<file path="src/design/bba_ram.sv">
// Generic simple dual-port RAM, one write and one registered read port.
// No dependencies.
`timescale 1ns / 1ps

module bba_ram #(
    parameter int WIDTH = 8,
    parameter int DEPTH = 16
) (
    input  logic                     i_clk,
    input  logic                     i_we,
    input  logic [$clog2(DEPTH)-1:0] i_waddr,
    input  logic [WIDTH-1:0]         i_wdata,
    input  logic [$clog2(DEPTH)-1:0] i_raddr,
    output logic [WIDTH-1:0]         o_rdata
);

    logic [WIDTH-1:0] r_mem [DEPTH];
    logic [WIDTH-1:0] r_rdata;

    always_ff @(posedge i_clk) begin
        if (i_we) begin
            r_mem[i_waddr] <= i_wdata;
        end
        r_rdata <= r_mem[i_raddr];
    end

    assign o_rdata = r_rdata;

endmodule

</file>
<file path="config.mk">
export PLATFORM = sky130hd
export DESIGN_NAME = bba_ram
export DESIGN_NICKNAME = d
export VERILOG_FILES = /design/src/design/bba_ram.sv
export SDC_FILE = /design/constraint.sdc
export NUM_CORES = 1
export LEC_CHECK = 0
export BUFFER_PORTS_ARGS = -buffer_cell sky130_fd_sc_hd__clkbuf_2
export CAP_MARGIN = 20
export CORE_AREA = 2 2 101 103
export CTS_CLUSTER_DIAMETER = 100
export DETAILED_ROUTE_END_ITERATION = 8
export DIE_AREA = 0 0 103 105
export GPL_ROUTABILITY_DRIVEN = 0
export PLACE_DENSITY_LB_ADDON = 0.1
export SYNTH_ARGS = -nofsm -noshare
export SYNTH_HDL_FRONTEND = slang
export SYNTH_SLANG_ARGS = --single-unit
</file>
<file path="constraint.sdc">
create_clock -name i_clk -period 2.2 [get_ports i_clk]
set_input_delay 0.22 -clock i_clk [delete_from_list [all_inputs] [get_ports i_clk]]
set_output_delay 0.22 -clock i_clk [all_outputs]
set_load 0.02 [all_outputs]
</file>
## Yosys cells after proc, flatten, opt, wreduce, memory -nomap -nowiden

Memory sizes are Yosys's and may differ from the RTL's. A register that Yosys moved wholly into a read port is not among the register bits.
Index checks and enable logic that the tools add are counted.

- Bits in registers: 0
- Memory bits (writable): 128
- Input port bits: 18
- Memories: 1

Memory list:

| name | words | width | rd ports | clocked after memory_dff | wr ports | RTL line | RTL |
|---|---|---|---|---|---|---|---|
| r_mem | 16 | 8 | 1 | 1 | 1 | 17 | `logic [WIDTH-1:0] r_mem [DEPTH];` |

- Mux-type cells: 2

Operators with widths:

| cell | number |
|---|---|
| 1-bit two-way mux | 2 |

## Depth between registers and ports, before layout

Gate-level depths: netlist of run 1.

- Depth after elaboration: 2
- Gate-level depth with buffers: 5
- Mapped depth without buffers: 3

## Worst setup path after synthesis of run 1

Ideal clock, no wire load.

- Path kind: input -> register
- Start point: input port i_waddr[2]
- End point: memory r_mem[0][0] (enable)
- Arrival time: 1330 ps
- Data required time: 1817 ps
- Path slack: 487 ps
- Stages: 2
- Buffers on the path: 0
- Path through: or3b_2 > nor3_1

RTL lines:

| item | RTL line | RTL |
|---|---|---|
| start: declaration | 11 | `input logic [$clog2(DEPTH)-1:0] i_waddr,` |
| end: declaration | 17 |  |

No word-level cell before the write port.

==> results of run 1 <==
[registers in the layout, summed over array words and instances, names as in the netlist]
name	count
o_rdata	8
r_mem	128
[area by class of cell]
type	count	area [um^2]
sequential	136	4000
fill	677	3510
multi-input combinational	83	1060
clock buffer	30	523
timing repair buffer	47	315
tap	133	166
clock inverter	2	60.1
[cell usage in the layout (no fill, tap or decap), drive strengths merged]
cell,instances
edfxtp,128
clkbuf,55
mux4,32
buf,22
a22oi,16
nor2,13
nand2,9
dfxtp,8
nor3,4
nand3b,2
nand2b,2
bufinv,2
nor2b,1
and2,1
and2b,1
nand3,1
or3b,1
[where the power goes]
part	switching (mW)	internal, mW	leakage (nW)	total (mW)
clock	0.916	1.80	0.284	2.71
combinational	0.167	0.119	0.599	0.286
sequential	0.0195	2.90	1.22	2.92
[how the worst min path moves through the flow]
stage | from | endpoint | slack (ns) | cells past startpoint
finish | i_wdata[5] | r_mem[15][5] | 0.14 | 1
global route | i_wdata[0] | r_mem[10][0] | 0.14 | 1
CTS | i_wdata[0] | r_mem[10][0] | 0.12 | 1
detailed placement | o_rdata[2] | o_rdata[2] | 0.64 | 1
global placement | o_rdata[2] | o_rdata[2] | 0.64 | 1
floorplan | i_wdata[0] | r_mem[0][0] | 0.32 | 0
[per-layer routing]
metal	wire length, um	track usage, %	vias to the layer above	part of all wire, %
met4	44	5.92	0	0.46
met5	0	0	-	0
li1	-	-	1084	-
met2	4730	28.8	71	49
met3	498	5.69	5	5.2
met1	4370	29.1	1252	45
[logic make-up after synthesis]
group | share of synthesized area [%]
AO/OA/AOI/OAI | 2.33
buffers and inverters | 1.68
flip-flops | 77.8
multiplexers | 15.0
AND/OR/NAND/NOR | 3.18
[critical path, stage by stage, from the launching register on]
cell and delay, ns:
edfxtp_1 0.36, mux4_1 0.51, a22oi_1 0.30, nand2_1 0.08
[metrics by stage]
step                instance area, um^2  total power, mW
global route                       6130             6.11
detailed placement                 5540             3.26
finish                             6130             5.92
global placement                   5540             3.26
floorplan                          5150             3.13
CTS                                6130             5.98
==> run summary, run 1 <==
PLACED DESIGN
-----------------------------------------------------------------------------------------
Post-Place Cells                                                                      399
Count of input and output buffers                                                      25
Worst Setup Slack post-DPL                                                       0.444 ns
Total half-perimeter wirelength after legalization and detailed placement         5990 um

SYNTH
-----------------------------------------------------------------------------------------
Total number of yosys warnings                                                          0
Synthesized Nets                                                                      247
Number of unique standard cell types used by synthesis                                 19
Mean area per synthesized cell                                                  22.5 um^2
Most frequent cells after synthesis                                          128 x edfxtp_1, 18 x mux4_2, 16 x a22oi_1, 14 x mux4_1, 13 x nor2_1
Mapped Cells                                                                          229
Proportion of register bits with asynchronous set or reset after synthesis             0%
Area of the mapped netlist                                                   0.00515 mm^2
Cell type with the largest total area after synthesis                            edfxtp_1
Number of synthesized flops with an enable pin                                        128
Register area share after synthesis                                                 77.8%
Post-synth top flop                                                              edfxtp_1
Area fraction of the dominant cell type after synthesis                             74.7%
Top cells by area, synth                                                     edfxtp_1 75%, mux4_2 7.9%, mux4_1 7.1%
Cell with the most instances after synthesis                                     edfxtp_1
Yosys reg bits                                                                        136

TIMING
-----------------------------------------------------------------------------------------
Crit share post-route                                                               62.2%
Setup-violating endpoint count in the final report                                      0
Maximum operating frequency                                                       730 MHz
Slew Limit Headroom                                                                 68.0%
Layout Skew                                                                    0.00603 ns
Actual slew at the worst max-slew pin                                            0.480 ns
Slew Limit Fails                                                                        0
Minimum clock period                                                              1.37 ns
Smallest hold slack                                                              0.140 ns
TNS Setup                                                                            0 ns
Unrepaired setup endpoints after global routing                                     false
Setup slack of the critical path after layout                                    0.831 ns
Number of hold-slack violations in the final timing report                              0

GLOBAL ROUTE
-----------------------------------------------------------------------------------------
Pin count of the biggest net entering global routing                                   33
Total global-route track usage                                                      19.7%
Aggregate global routing overflow                                                       0
Vias in the first global route                                                       2413
First-pass GRT wire length                                                       14600 um
Initial antenna violation count                                                         0

FLOORPLAN
-----------------------------------------------------------------------------------------
DIE AREA                                                                      0.0108 mm^2
Die Y-Extent                                                                       105 um
Top-level I/O count                                                                    26
Core Box Area                                                                0.00964 mm^2
Cell row count                                                                         36
Initial Utilization                                                                 53.4%
Overall die width                                                                  103 um

CRITICAL PATH
-----------------------------------------------------------------------------------------
Worst Path Arrival                                                                1.75 ns
Launching element of the worst setup path                                     r_mem[1][3]
Critical path start-end classification                                       flip-flop to flip-flop
Reg2Reg Launch Point                                                          r_mem[1][3]
Capture point of the worst reg-to-reg path                                     o_rdata[3]
Data required time at the worst endpoint                                          2.58 ns
Timing endpoint of the critical path                                           o_rdata[3]
Max FO, Critical Path                                                                   1
Worst-case reg-to-reg path depth                                                        3
R2R setup slack                                                                   0.83 ns
Setup crit end kind                                                             flip-flop
Nature of the critical path startpoint                                          flip-flop

CLOCKING
-----------------------------------------------------------------------------------------
Number of clock buffers inserted by TritonCTS                                          17
Post-CTS Repair Setup Buffers                                                           0
Hold_buf cts                                                                            0
CTS H-tree lvls                                                                         4
Later-pin clock latency in the skew report                                        0.51 ns
Register clock-pin slew on the reported worst setup and hold paths                0.05 ns
Number of buffers on the longest clock path                                             2
Root Buffer                                                                      clkbuf_8
Number of instances resized during post-cts repair                                      0
Clock sink count                                                                      136
CTS tree                                                                            built

OUTCOME
-----------------------------------------------------------------------------------------
Result of the run                                                            finished, final reports clean

ROUTE
-----------------------------------------------------------------------------------------
Drt via density                                                                      5.60
Number of detailed-routing iterations run before antenna repair                         4
Detailed-route DRC error count                                                          0
Detailed-route wire length per cell                                               22.4 um
DRC violation total after the first TritonRoute iteration                             177
Post-route antenna net violation count                                                  0
Via count                                                                            2412
Detailed Route WL                                                                 9640 um

PWR
-----------------------------------------------------------------------------------------
Max VDD drop                                                                       473 uV
Leakage power                                                                     2.11 nW
PD cells                                                                      966 mW/mm^2

FINAL LAYOUT
-----------------------------------------------------------------------------------------
Post-Layout Cell Count                                                                431
NumNets Final                                                                         303
Fraction of the core area covered by cells at the end of the flow                   63.6%
Antenna diode count                                                                     0
Fraction of final layout cells with drive strength greater than 1                   30.5%
Layout-stage area growth over the synthesis result                                  19.0%

MIN PATH
-----------------------------------------------------------------------------------------
Classification of the worst-slack hold path                                  input port to flip-flop

FLOW RUN
-----------------------------------------------------------------------------------------
Max-cap check violation count                                                           0

(Power assumes the default switching activity.)
==> inputs of run 2 (changes only) <==
==> constraint.sdc (replaced) <==
create_clock -name i_clk -period 1.35 [get_ports i_clk]
set_input_delay 0.135 -clock i_clk [delete_from_list [all_inputs] [get_ports i_clk]]
set_output_delay 0.135 -clock i_clk [all_outputs]
set_load 0.02 [all_outputs]
==> run summary, run 2 (synthesis gave the netlist of run 1 again) <==
GLOBAL ROUTE
----------------------------------------------------------------------------------------
First-pass GRT wire length                                                      15000 um
Aggregate global routing overflow                                                      0
Pin count of the biggest net entering global routing                                  19
Initial antenna violation count                                                        0
Total global-route track usage                                                     20.3%
Vias in the first global route                                                      2540

CRITICAL PATH
----------------------------------------------------------------------------------------
R2R setup slack                                                                  0.05 ns
Number of gates on the worst path with buffers counted                                 3
Reg2Reg Launch Point                                                         r_mem[1][5]
Max FO, Critical Path                                                                  1
Worst Path Arrival                                                               1.69 ns
Capture point of the worst reg-to-reg path                                    o_rdata[5]
Launching element of the worst setup path                                    r_mem[1][5]
Setup crit end kind                                                            flip-flop
Dominant delay contributor by cell family on the critical path              multiplexers
Buffer and inverter count on the worst path                                            0
Cell type of the slowest stage on the worst timing path                           mux4_1
Data required time at the worst endpoint                                         1.75 ns
Worst-case reg-to-reg path depth                                                       3
Timing endpoint of the critical path                                          o_rdata[5]
Nature of the critical path startpoint                                         flip-flop
Biggest cell delay along the critical path                                       0.53 ns
Crit-path cells                                                             mux4_1 -> a22oi_2 -> nand2_1
Critical path start-end classification                                      flip-flop to flip-flop

FINAL LAYOUT
----------------------------------------------------------------------------------------
Commonest cells after routing, fill and taps aside                          128 x edfxtp_1, 28 x buf_4, 25 x clkbuf_2, 19 x mux4_2, 16 x clkbuf_16
Fraction of final layout cells with drive strength greater than 1                  37.1%
Fraction of the core area covered by cells at the end of the flow                  64.7%
Most frequent standard cell in the layout excluding fill and tap cells          edfxtp_1
Antenna diode count                                                                    0
Layout-stage area growth over the synthesis result                                 21.2%
Register ranked first by flip-flop count                                           r_mem
Final design area excluding fillers                                         0.00624 mm^2
Max FFs per register                                                                 128
Number of filler instances in the final layout                                       679
NumNets Final                                                                        312

OUTCOME
----------------------------------------------------------------------------------------
Result of the run                                                           finished, final reports clean

FLOORPLAN
----------------------------------------------------------------------------------------
Cell row count                                                                        36
Core Box Area                                                               0.00964 mm^2
Die Y-Extent                                                                      105 um
Overall die width                                                                 103 um
DIE AREA                                                                     0.0108 mm^2
Top-level I/O count                                                                   26
Initial Utilization                                                                53.4%

TIMING
----------------------------------------------------------------------------------------
TNS Setup                                                                           0 ns
Setup-violating endpoint count in the final report                                     0
Crit share post-route                                                              96.0%
Slew Limit Fails                                                                       0
Minimum clock period                                                             1.30 ns
Actual slew at the worst max-slew pin                                           0.940 ns
Number of hold-slack violations in the final timing report                             0
Unrepaired setup endpoints after global routing                                    false
Layout Skew                                                                   0.00968 ns
Smallest hold slack                                                            0.0383 ns
Maximum operating frequency                                                      772 MHz
Slew Limit Headroom                                                                37.1%

CLOCKING
----------------------------------------------------------------------------------------
Root Buffer                                                                     clkbuf_8
CTS tree                                                                           built
Post-CTS Repair Setup Buffers                                                          0
Number of buffers on the longest clock path                                            2
Register clock-pin slew on the reported worst setup and hold paths               0.06 ns
CTS H-tree lvls                                                                        4
Hold_buf cts                                                                           0
Clock sink count                                                                     136
Number of clock buffers inserted by TritonCTS                                         17
Later-pin clock latency in the skew report                                       0.52 ns

ROUTE
----------------------------------------------------------------------------------------
Via count                                                                           2447
DRC violation total after the first TritonRoute iteration                            213
Detailed-route DRC error count                                                         0
Detailed-route wire length per cell                                              22.2 um
Drt via density                                                                     5.56
Post-route antenna net violation count                                                 0
Detailed Route WL                                                                9790 um
Number of detailed-routing iterations run before antenna repair                        4

MIN PATH
----------------------------------------------------------------------------------------
Classification of the worst-slack hold path                                 input port to flip-flop

PLACED DESIGN
----------------------------------------------------------------------------------------
Total half-perimeter wirelength after legalization and detailed placement        6310 um
Cell area after placement                                                   0.00563 mm^2
Count of input and output buffers                                                     25

PWR
----------------------------------------------------------------------------------------
Leakage power                                                                    2.15 nW
PD cells                                                                    1560 mW/mm^2
Max VDD drop                                                                      883 uV

FLOW RUN
----------------------------------------------------------------------------------------
Max-cap check violation count                                                          0

-- run 2: worst min path at each step --
stage,from,endpoint,depth (start not counted)
after floorplan,i_wdata[0],r_mem[0][0],0
after global placement,i_wdata[5],r_mem[5][5],1
after detailed placement,o_rdata[6],o_rdata[6],1
after CTS,i_wdata[5],r_mem[5][5],1
after global routing,i_wdata[5],r_mem[5][5],1
final,i_wdata[5],r_mem[5][5],1
-- run 2: area by class of cell --
class / count / area (um^2) / area share [%]
multi-input combinational: 83 / 1080 / 17.4
clock inverter: 14 / 161 / 2.59
tap: 133 / 166 / 2.67
clock buffer: 18 / 428 / 6.86
timing repair buffer: 56 / 395 / 6.34
sequential: 136 / 4000 / 64.2
-- run 2: metal layers --
layer / GRT usage (%) / share of wire [%] / vias to the layer above
li1: - / - / 1102
met1: 28.7 / 44 / 1260
met2: 30.4 / 50 / 79
met3: 5.22 / 5.0 / 6
met4: 7.89 / 0.97 / 0
met5: 0 / 0 / -
-- run 2: through the flow --
step	worst slack [ns]	cells	total power, mW
CTS	0.0354	440	9.78
finish	0.0544	440	9.72
global route	0.00104	440	10.0
global placement	-0.154	408	5.32
detailed placement	-0.153	408	5.33
floorplan	-0.0511	229	5.10
-- run 2: power by group --
part	switching (mW)	internal, mW	leakage (nW)	total (mW)
clock network	1.76	2.72	0.280	4.48
logic	0.284	0.214	0.648	0.497
registers	0.0266	4.72	1.22	4.75
total	2.07	7.65	2.15	9.72
-- run 2: what timing repair did --
| action | CTS | global route |
|---|---|---|
| endpoints found under the hold margin | 0 | 0 |
| gates resized for setup | 0 | 6 |
| setup endpoints to repair | 0 | 5 |
