## config.mk

```make
export PLATFORM = sky130hd
export DESIGN_NAME = bba_ctrl
export DESIGN_NICKNAME = d
export VERILOG_FILES = /design/src/design/bba_pkg.sv /design/src/design/bba_ctrl.sv
export SDC_FILE = /design/constraint.sdc
export NUM_CORES = 1
export LEC_CHECK = 0
export BUFFER_PORTS_ARGS = -buffer_cell sky130_fd_sc_hd__buf_2
export CELL_PAD_IN_SITES_DETAIL_PLACEMENT = 1
export CELL_PAD_IN_SITES_GLOBAL_PLACEMENT = 1
export CORE_ASPECT_RATIO = 1.1
export CORE_UTILIZATION = 40
export CTS_BUF_LIST = sky130_fd_sc_hd__clkbuf_8
export CTS_CLUSTER_DIAMETER = 120
export DETAILED_ROUTE_END_ITERATION = 10
export PLACE_DENSITY_LB_ADDON = 0.08
export SYNTH_ARGS = -nofsm -noshare
export SYNTH_HDL_FRONTEND = slang
export SYNTH_SLANG_ARGS = --single-unit
```

## constraint.sdc

```tcl
create_clock -name i_clk -period 5.55 [get_ports i_clk]
set_input_delay 0.8325 -clock i_clk [delete_from_list [all_inputs] [get_ports i_clk]]
set_output_delay 0.8325 -clock i_clk [all_outputs]
set_load 0.05 [all_outputs]
```

## src/design/bba_pkg.sv

```systemverilog
// Shared types, codes and defaults for the buddy block allocator.
// No dependencies.
`timescale 1ns / 1ps

package bba_pkg;

    localparam int POOL_ORDER_DEF   = 16;
    localparam int HEADER_BYTES_DEF = 32;
    localparam int GRAIN_ORDER_DEF  = 6;

    localparam int ENTRY_W  = 7;
    localparam int HEAD_POS = 6;
    localparam int FREE_POS = 5;

    localparam logic OP_ALLOC   = 1'b0;
    localparam logic OP_RELEASE = 1'b1;

    localparam logic [1:0] ST_DONE   = 2'd0;
    localparam logic [1:0] ST_REJECT = 2'd1;
    localparam logic [1:0] ST_NOMEM  = 2'd2;

    typedef struct packed {
        logic        op;
        logic [16:0] request_bytes;
        logic [15:0] release_address;
    } t_bba_in;

    typedef struct packed {
        logic [1:0]  status;
        logic [15:0] data_address;
    } t_bba_out;

    typedef enum logic [3:0] {
        S_CLEAR, S_IDLE, S_ORDER, S_SCAN_RD, S_SCAN_CK, S_SPLIT,
        S_REL_RD, S_REL_CK, S_BUD_RD, S_BUD_CK, S_MARK, S_DONE
    } t_bba_state;

endpackage

```

## src/design/bba_ctrl.sv

```systemverilog
// Allocator sequencer: clears, scans, splits and merges in the block table.
// Depends on bba_pkg; drives the table RAM ports.
`timescale 1ns / 1ps

module bba_ctrl import bba_pkg::*; #(
    parameter int POOL_ORDER   = POOL_ORDER_DEF,
    parameter int HEADER_BYTES = HEADER_BYTES_DEF,
    parameter int GRAIN_ORDER  = GRAIN_ORDER_DEF,
    localparam int IW = POOL_ORDER - GRAIN_ORDER
) (
    input  logic               i_clk,
    input  logic               i_rst_n,
    input  logic               i_in_valid,
    output logic               o_in_ready,
    input  t_bba_in            i_in_data,
    output logic               o_res_valid,
    input  logic               i_res_free,
    output t_bba_out           o_res_data,
    output logic               o_we,
    output logic [IW-1:0]      o_waddr,
    output logic [ENTRY_W-1:0] o_wdata,
    output logic [IW-1:0]      o_raddr,
    input  logic [ENTRY_W-1:0] i_rdata
);

    t_bba_state r_state, n_state;
    t_bba_in    r_in, n_in;
    t_bba_out   r_res, n_res;
    logic [IW:0]   r_idx, n_idx;
    logic [IW-1:0] r_hit, n_hit;
    logic [4:0]    r_k, n_k;
    logic [4:0]    r_need, n_need;
    logic          r_found, n_found;

    logic [IW:0]   one_w, step, e_step;
    logic [4:0]    e_ord;
    logic          e_head, e_free;
    logic [17:0]   need;
    logic [4:0]    calc_ord;
    logic          calc_ok;
    logic [24:0]   off;
    logic [IW-1:0] bidx;
    logic [31:0]   data_addr;

    assign one_w  = {{IW{1'b0}}, 1'b1};
    assign e_ord  = i_rdata[4:0];
    assign e_head = i_rdata[HEAD_POS];
    assign e_free = i_rdata[FREE_POS];
    assign e_step = one_w << (e_ord - 5'(GRAIN_ORDER));
    assign step   = one_w << (r_k - 5'(GRAIN_ORDER));
    assign need   = 18'(r_in.request_bytes) + 18'(HEADER_BYTES);
    assign off    = 25'(r_in.release_address) - 25'(HEADER_BYTES);
    assign bidx   = r_idx[IW-1:0] ^ step[IW-1:0];
    assign data_addr = (32'(r_hit) << GRAIN_ORDER) + 32'(HEADER_BYTES);

    // smallest order at or above grain size that holds request plus header
    always_comb begin
        calc_ord = 5'(POOL_ORDER);
        calc_ok  = 1'b0;
        for (int o = 24; o >= 0; o--) begin
            if (o >= GRAIN_ORDER && o <= POOL_ORDER && (33'd1 << o) >= 33'(need)) begin
                calc_ord = 5'(o);
                calc_ok  = 1'b1;
            end
        end
    end

    always_ff @(posedge i_clk) begin
        if (!i_rst_n) begin
            r_state <= S_CLEAR;
            r_idx   <= '0;
            r_found <= 1'b0;
        end else begin
            r_state <= n_state;
            r_idx   <= n_idx;
            r_found <= n_found;
        end
        r_in   <= n_in;
        r_res  <= n_res;
        r_hit  <= n_hit;
        r_k    <= n_k;
        r_need <= n_need;
    end

    always_comb begin
        n_state = r_state;
        n_in    = r_in;
        n_res   = r_res;
        n_idx   = r_idx;
        n_hit   = r_hit;
        n_k     = r_k;
        n_need  = r_need;
        n_found = r_found;
        o_in_ready  = 1'b0;
        o_res_valid = 1'b0;
        o_we    = 1'b0;
        o_waddr = r_idx[IW-1:0];
        o_wdata = '0;
        o_raddr = r_idx[IW-1:0];
        unique case (r_state)
            S_CLEAR: begin
                // one entry a cycle; entry 0 becomes the whole free pool
                o_we = 1'b1;
                o_wdata = (r_idx == '0) ? ENTRY_W'({2'b11, 5'(POOL_ORDER)}) : '0;
                n_idx = r_idx + 1'b1;
                if (n_idx[IW]) begin
                    n_idx   = '0;
                    n_state = S_IDLE;
                end
            end
            S_IDLE: begin
                o_in_ready = 1'b1;
                if (i_in_valid) begin
                    n_in  = i_in_data;
                    n_res = '{status: ST_DONE, data_address: '0};
                    n_state = (i_in_data.op == OP_ALLOC) ? S_ORDER : S_REL_RD;
                end
            end
            S_ORDER: begin
                if (r_in.request_bytes == '0 ||
                    25'(r_in.request_bytes) > (25'd1 << POOL_ORDER)) begin
                    n_res.status = ST_REJECT;
                    n_state = S_DONE;
                end else if (!calc_ok) begin
                    n_res.status = ST_NOMEM;
                    n_state = S_DONE;
                end else begin
                    n_need  = calc_ord;
                    n_idx   = '0;
                    n_found = 1'b0;
                    n_state = S_SCAN_RD;
                end
            end
            S_SCAN_RD: begin
                if (r_idx[IW]) begin
                    if (r_found) begin
                        n_state = S_SPLIT;
                    end else begin
                        n_res.status = ST_NOMEM;
                        n_state = S_DONE;
                    end
                end else begin
                    n_state = S_SCAN_CK;
                end
            end
            S_SCAN_CK: begin
                // blocks tile the pool, so hop from head to head
                n_idx   = r_idx + e_step;
                n_state = S_SCAN_RD;
                if (e_head && e_free && e_ord >= r_need && (!r_found || e_ord < r_k)) begin
                    n_hit   = r_idx[IW-1:0];
                    n_k     = e_ord;
                    n_found = 1'b1;
                    if (e_ord == r_need) begin
                        n_state = S_SPLIT;
                    end
                end
            end
            S_SPLIT: begin
                o_we = 1'b1;
                if (r_k > r_need) begin
                    n_k = r_k - 1'b1;
                    o_waddr = r_hit + IW'((one_w << (n_k - 5'(GRAIN_ORDER))));
                    o_wdata = {2'b11, n_k};
                end else begin
                    o_waddr = r_hit;
                    o_wdata = {2'b10, r_need};
                    n_res.data_address = data_addr[15:0];
                    n_state = S_DONE;
                end
            end
            S_REL_RD: begin
                n_idx = {1'b0, off[GRAIN_ORDER +: IW]};
                o_raddr = off[GRAIN_ORDER +: IW];
                if (25'(r_in.release_address) < 25'(HEADER_BYTES) ||
                    off[GRAIN_ORDER-1:0] != '0 || (off >> POOL_ORDER) != '0) begin
                    n_state = S_DONE;
                end else begin
                    n_state = S_REL_CK;
                end
            end
            S_REL_CK: begin
                if (!e_head || e_free) begin
                    n_state = S_DONE;
                end else begin
                    n_k = e_ord;
                    n_state = S_BUD_RD;
                end
            end
            S_BUD_RD: begin
                o_raddr = bidx;
                n_state = (r_k >= 5'(POOL_ORDER)) ? S_MARK : S_BUD_CK;
            end
            S_BUD_CK: begin
                if (e_head && e_free && e_ord == r_k) begin
                    o_we = 1'b1;
                    if (bidx < r_idx[IW-1:0]) begin
                        o_waddr = r_idx[IW-1:0];
                        n_idx = {1'b0, bidx};
                    end else begin
                        o_waddr = bidx;
                    end
                    n_k = r_k + 1'b1;
                    n_state = S_BUD_RD;
                end else begin
                    n_state = S_MARK;
                end
            end
            S_MARK: begin
                o_we = 1'b1;
                o_wdata = {2'b11, r_k};
                n_state = S_DONE;
            end
            S_DONE: begin
                if (i_res_free) begin
                    o_res_valid = 1'b1;
                    n_state = S_IDLE;
                end
            end
            default: n_state = S_IDLE;
        endcase
    end

    assign o_res_data = r_res;

endmodule

```

# [Word level (Yosys, flattened, before mapping)]
# Index checks and enable logic that the tools add are counted.
[totals] register_bits=87 rom_bits=0 latch_bits=0 mem_bits_rw=0 elab_cells=178 n_memories=0
[classes] order_cmp=18 eq_ne=27 mux=72 div=0 n_reduce_logical=33 mul=0 n_shift=3 n_bitwise=2 n_addsub=11
[ops] op="$mux 4" count=16
[ops] op="$pmux 11 s5" count=1
[ops] op="$pmux 4 s12" count=1
[ops] op="$mux 11" count=4
[ops] op="$mux 10" count=4
[ops] op="$pmux 10 s2" count=2
[ops] op="$pmux 16 s2" count=1
[ops] op="$ne 2x2->1 const B" count=13
[ops] op="$mux 5" count=5
[ops] op="$reduce_bool 25->1" count=1
[ops] op="$pmux 7 s3" count=1
[ops] op="$pmux 5 s4" count=1
[ops] op="$shl 1x5->10 const A" count=2
[ops] op="$mux 1" count=19
[ops] op="$add 17x6->18 const B" count=1
[ops] op="$ge 10x18->1 const A" count=1
[ops] op="$ge 11x18->1 const A" count=1
[ops] op="$ge 12x18->1 const A" count=1
[ops] op="$ge 13x18->1 const A" count=1
[ops] op="$ge 14x18->1 const A" count=1
[ops] op="$ge 15x18->1 const A" count=1
[ops] op="$ge 16x18->1 const A" count=1
[ops] op="$ge 17x18->1 const A" count=1
[ops] op="$ge 7x18->1 const A" count=1
[ops] op="52 further kinds" count=85

# [Depth between registers and ports, before layout]
[logic_depth] word_depth=16 mapped_depth=19 ltp_nobuf=18

# [Worst setup path after synthesis]
# No wires, ideal clock.
[synth_timing] path_type="reg2out" from="register r_k[1]" to="output o_waddr[8]" n_path_buf=0 arrival_ps=4939 stages_incl_launch_ff=19 slack_ps=-221 cell_sequence="edfxtp_1 inv_1 ha_1 nor3b_1 xnor2_1 xor2_1 nand3_1 o21ai_0 and3_1 ha_1 fa_1 a21o_1 a21oi_1 o21bai_1 a2111oi_0 nor3_1 xor2_1 a21oi_1 a211oi_1"
[synth_between] elab_chain_len=7 word_cells_on_any_way=15
[synth_lines] item="start: declaration" line_no="bba_ctrl.sv:31" text="logic [4:0] r_k, n_k;"
[synth_lines] item="start signal: assignment" line_no="bba_ctrl.sv:81" text="r_k <= n_k;"
[synth_lines] item="branches (longest 6 deep; another with $add 10x10->10)"
[synth_lines] item="$pmux 10 s2 (*)" line_no="bba_ctrl.sv:100" text="unique case (r_state)"
[synth_lines] item="end: declaration" line_no="bba_ctrl.sv:20" text="output logic [IW-1:0] o_waddr,"
# Every way passes the cells marked *.

# [Final worst setup path]
[layout_timing] from="register r_k[2]" to="output o_waddr[4]"
# Same word-level chain as after synthesis.

==> results by group <==
Floorplanning
  • Width of the die: 133 µm
  • Die H: 146 µm
  • Starting Density: 41.0%
  • Core ar.: 18400 µm²
  • Area of the die: 19400 µm²
  • Row cnt: 52
  • IO Pins: 93

GRT
  • Largest net degree at the start of global routing: 34
  • Initial antenna violation count: 0
  • Number of global-route vias before repair: 7470
  • Overall Global Routing Usage: 27.4%
  • Global-route wire length before repair: 41300 µm
  • Grt ovf: 0

Cells and area
  • Commonest non-fill, non-tap cells in the layout: 94 x nand2_1, 86 x buf_2, 67 x nor2_1, 66 x edfxtp_1, 55 x o21ai_0
  • Post-Layout Cell Count: 1197
  • Antenna cell count: 0
  • Final nets: 1050
  • Share of layout cells above drive strength 1: 16.5%
  • Most common cell after layout, fill and taps aside: nand2_1
  • Layout area overhead: 11.0%
  • Reg area: 2300 µm²
  • Footprint of the multi-input gates: 4870 µm²
  • Fillers: 2247

STA
  • Final period util: 96.6%
  • Final setup viols: 0
  • Tmin final: 5.36 ns
  • Final hold violation count: 0
  • Worst-Margin Slew: 1.11 ns
  • Worst Clk Skew: 0.0173 ns
  • Slew margin rel.: 25.9%
  • Pins Over Slew Limit: 0
  • F_max: 187 MHz
  • Setup ws final: 0.188 ns

Routing
  • Antenna-violating nets left: 0
  • Vias per cell: 6.05
  • DR WL/cell: 22.0 µm
  • Via count: 7242
  • Met3 Wirelength: 1010 µm
  • Remaining DRCs: 0
  • Met1 WL: 11600 µm
  • Total Wirelength: 26300 µm
  • Drt first pass iters: 5
  • Uppermost layer routed: met4
  • WL met2: 13100 µm
  • DR iter-0 viols: 377

Critical path
  • Critical path origin: r_k[2]$_DFFE_PP_
  • CP endpoint: o_waddr[4]
  • Critical path class: flip-flop to output pin
  • Reg2reg end: r_idx[8]$_SDFFE_PN0P_
  • Worst Path Arrival: 4.53 ns
  • Worst-path maximum fanout: 11
  • Setup crit end kind: output pin
  • WP data required: 4.72 ns
  • R2r setup slk: 1.26 ns
  • Reg-to-reg startpoint: r_k[2]$_DFFE_PP_
  • Worst setup SP type: flip-flop
  • FF-to-FF path depth: 13

Power and ir drop
  • Total power: 1.29 mW
  • Pwr Density: 153 nW/µm²
  • P_leak: 3.41 nW
  • IR drop worst, VDD: 157 µV

Synth
  • Synthesis-stage register bit count: 82
  • Synth top area cells: edfxtp_1 26%, ha_1 9.0%, nand2_1 4.7%, dfxtp_1 4.2%, o21ai_0 3.7%
  • Sequential element share of the synthesized area: 30.5%
  • Synthesis warning total: 0
  • Area leader, netlist: edfxtp_1
  • Syn avg cell area: 8.48 µm²
  • Synth Cell Area: 7550 µm²
  • Syn Inst Count: 890
  • Number of flops mapped to enable cells by yosys: 66
  • Ys async rst share: 0%
  • Top cell type's share of synthesized area: 26.3%
  • Yosys cell types: 94
  • Primary FF master, synth: edfxtp_1

Clock tree
  • Root Driver: clkbuf_8
  • CTS Buf Count: 9
  • H-tree depth: 3
  • CTS Sinks: 82
  • Clk Latency, worst-skew pair: 0.39 ns
  • CTS Buffer Depth: 2
  • Clock-pin slew on the worst setup and hold paths: 0.10 ns
  • CTS tree: built
  • CTS Hold Bufs: 0

Placement
  • Placed cell count: 1179
  • Gpl congestion: 0.880
  • Pre-CTS WS: 0.0601 ns
  • Hpwl dp: 20700 µm
  • Port bufs: 87

Hold path
  • Min-delay worst type: flip-flop to flip-flop

Run
  • # Max-Cap Violations: 0

Run status
  • Outcome: completed
[critical path: stages, from the launching register on]
cell and delay [ns]:
edfxtp_1 0.44, buf_4 0.22, ha_2 0.32, nand4b_1 0.18, a21oi_2 0.27, or2_0 0.33
and3_1 0.21, ha_1 0.34, xnor2_1 0.21, nor3_1 0.21, o311a_1 0.25, o211a_2 0.39
mux2_1 0.38, o21ai_1 0.10, buf_2 0.29
[per-stage QoR]
step	utilization, %	setup TNS [ns]	hold WS, ns	instance area (µm²)
floorplan	-	0	0.431	7570
global placement	44.1	0	0.596	8130
detailed placement	44.1	0	0.586	8130
CTS	45.4	0	0.598	8360
global route	45.5	-0.0188	0.602	8380
finish	45.5	0	0.612	8380
[how the worst min path moves through the flow]
stage	startpoint	endpoint	slack [ns]	cells after the start
2_1_floorplan	r_idx[2]$_SDFFE_PN0P_	r_hit[2]$_DFFE_PP_	0.43	0
3_3_place_gp	r_hit[8]$_DFFE_PP_	o_res_data[14]$_SDFFCE_PN0P_	0.60	2
3_5_place_dp	r_found$_SDFFE_PN0P_	r_found$_SDFFE_PN0P_	0.59	2
4_1_cts	i_in_data[11]	r_in[11]$_DFFE_PP_	0.60	1
5_1_grt	i_in_data[10]	r_in[10]$_DFFE_PP_	0.60	1
6_report	r_found$_SDFFE_PN0P_	r_found$_SDFFE_PN0P_	0.61	2
[kinds of logic after synthesis]
family / after synthesis / share of synthesized area, %
muxes: 24 / 3.30
AOI/OAI and AO/OA: 245 / 22.6
and+or+nand+nor: 338 / 23.0
adders and majority gates: 56 / 9.48
xor gates and xnor gates: 47 / 5.45
buffers and inverters: 97 / 5.65
other: 1 / 0.0497
DFF: 82 / 30.5
[flip-flops by register name (all words and copies together), names as in the netlist]
name        flops
r_in           33
o_res_data     13
r_idx          11
r_hit          10
r_k             5
r_need          5
r_state         4
r_found         1
[power breakdown]
group,internal (mW),switching (mW)
Clock,0.250,0.241
Sequential,0.661,0.00618
Combinational,0.0414,0.0875
[layer usage]
metal,global-route usage (%),up-vias
met5,0,-
li1,-,3422
met1,33.6,3584
met3,3.82,40
met4,7.76,0
met2,49.4,196
[synth_stat cells, drive strengths merged, types with 23 or more instances]
library cell / number
o211ai: 23
xnor2: 27
clkbuf: 35
nor3: 27
edfxtp: 66
ha: 54
inv: 41
o21ai: 61
nand3: 31
nand2: 95
and3: 28
nor2: 69
a21oi: 50
[repair_timing]
| action | in CTS | in global routing |
|---|---|---|
| buffers inserted | 0 | 2 |
| setup endpoints to repair | 4 | 9 |
| gates resized for setup | 6 | 6 |
[area by class of cell]
class | count | share of cell area (%)
multi-input cells | 715 | 58.2
clock buffers | 9 | 1.48
flip-flops and latches | 82 | 27.5
inverters | 41 | 1.84
clock inverters | 7 | 1.04
well taps | 243 | 3.63
repair buffers | 100 | 6.39
(Power assumes the default switching activity.)
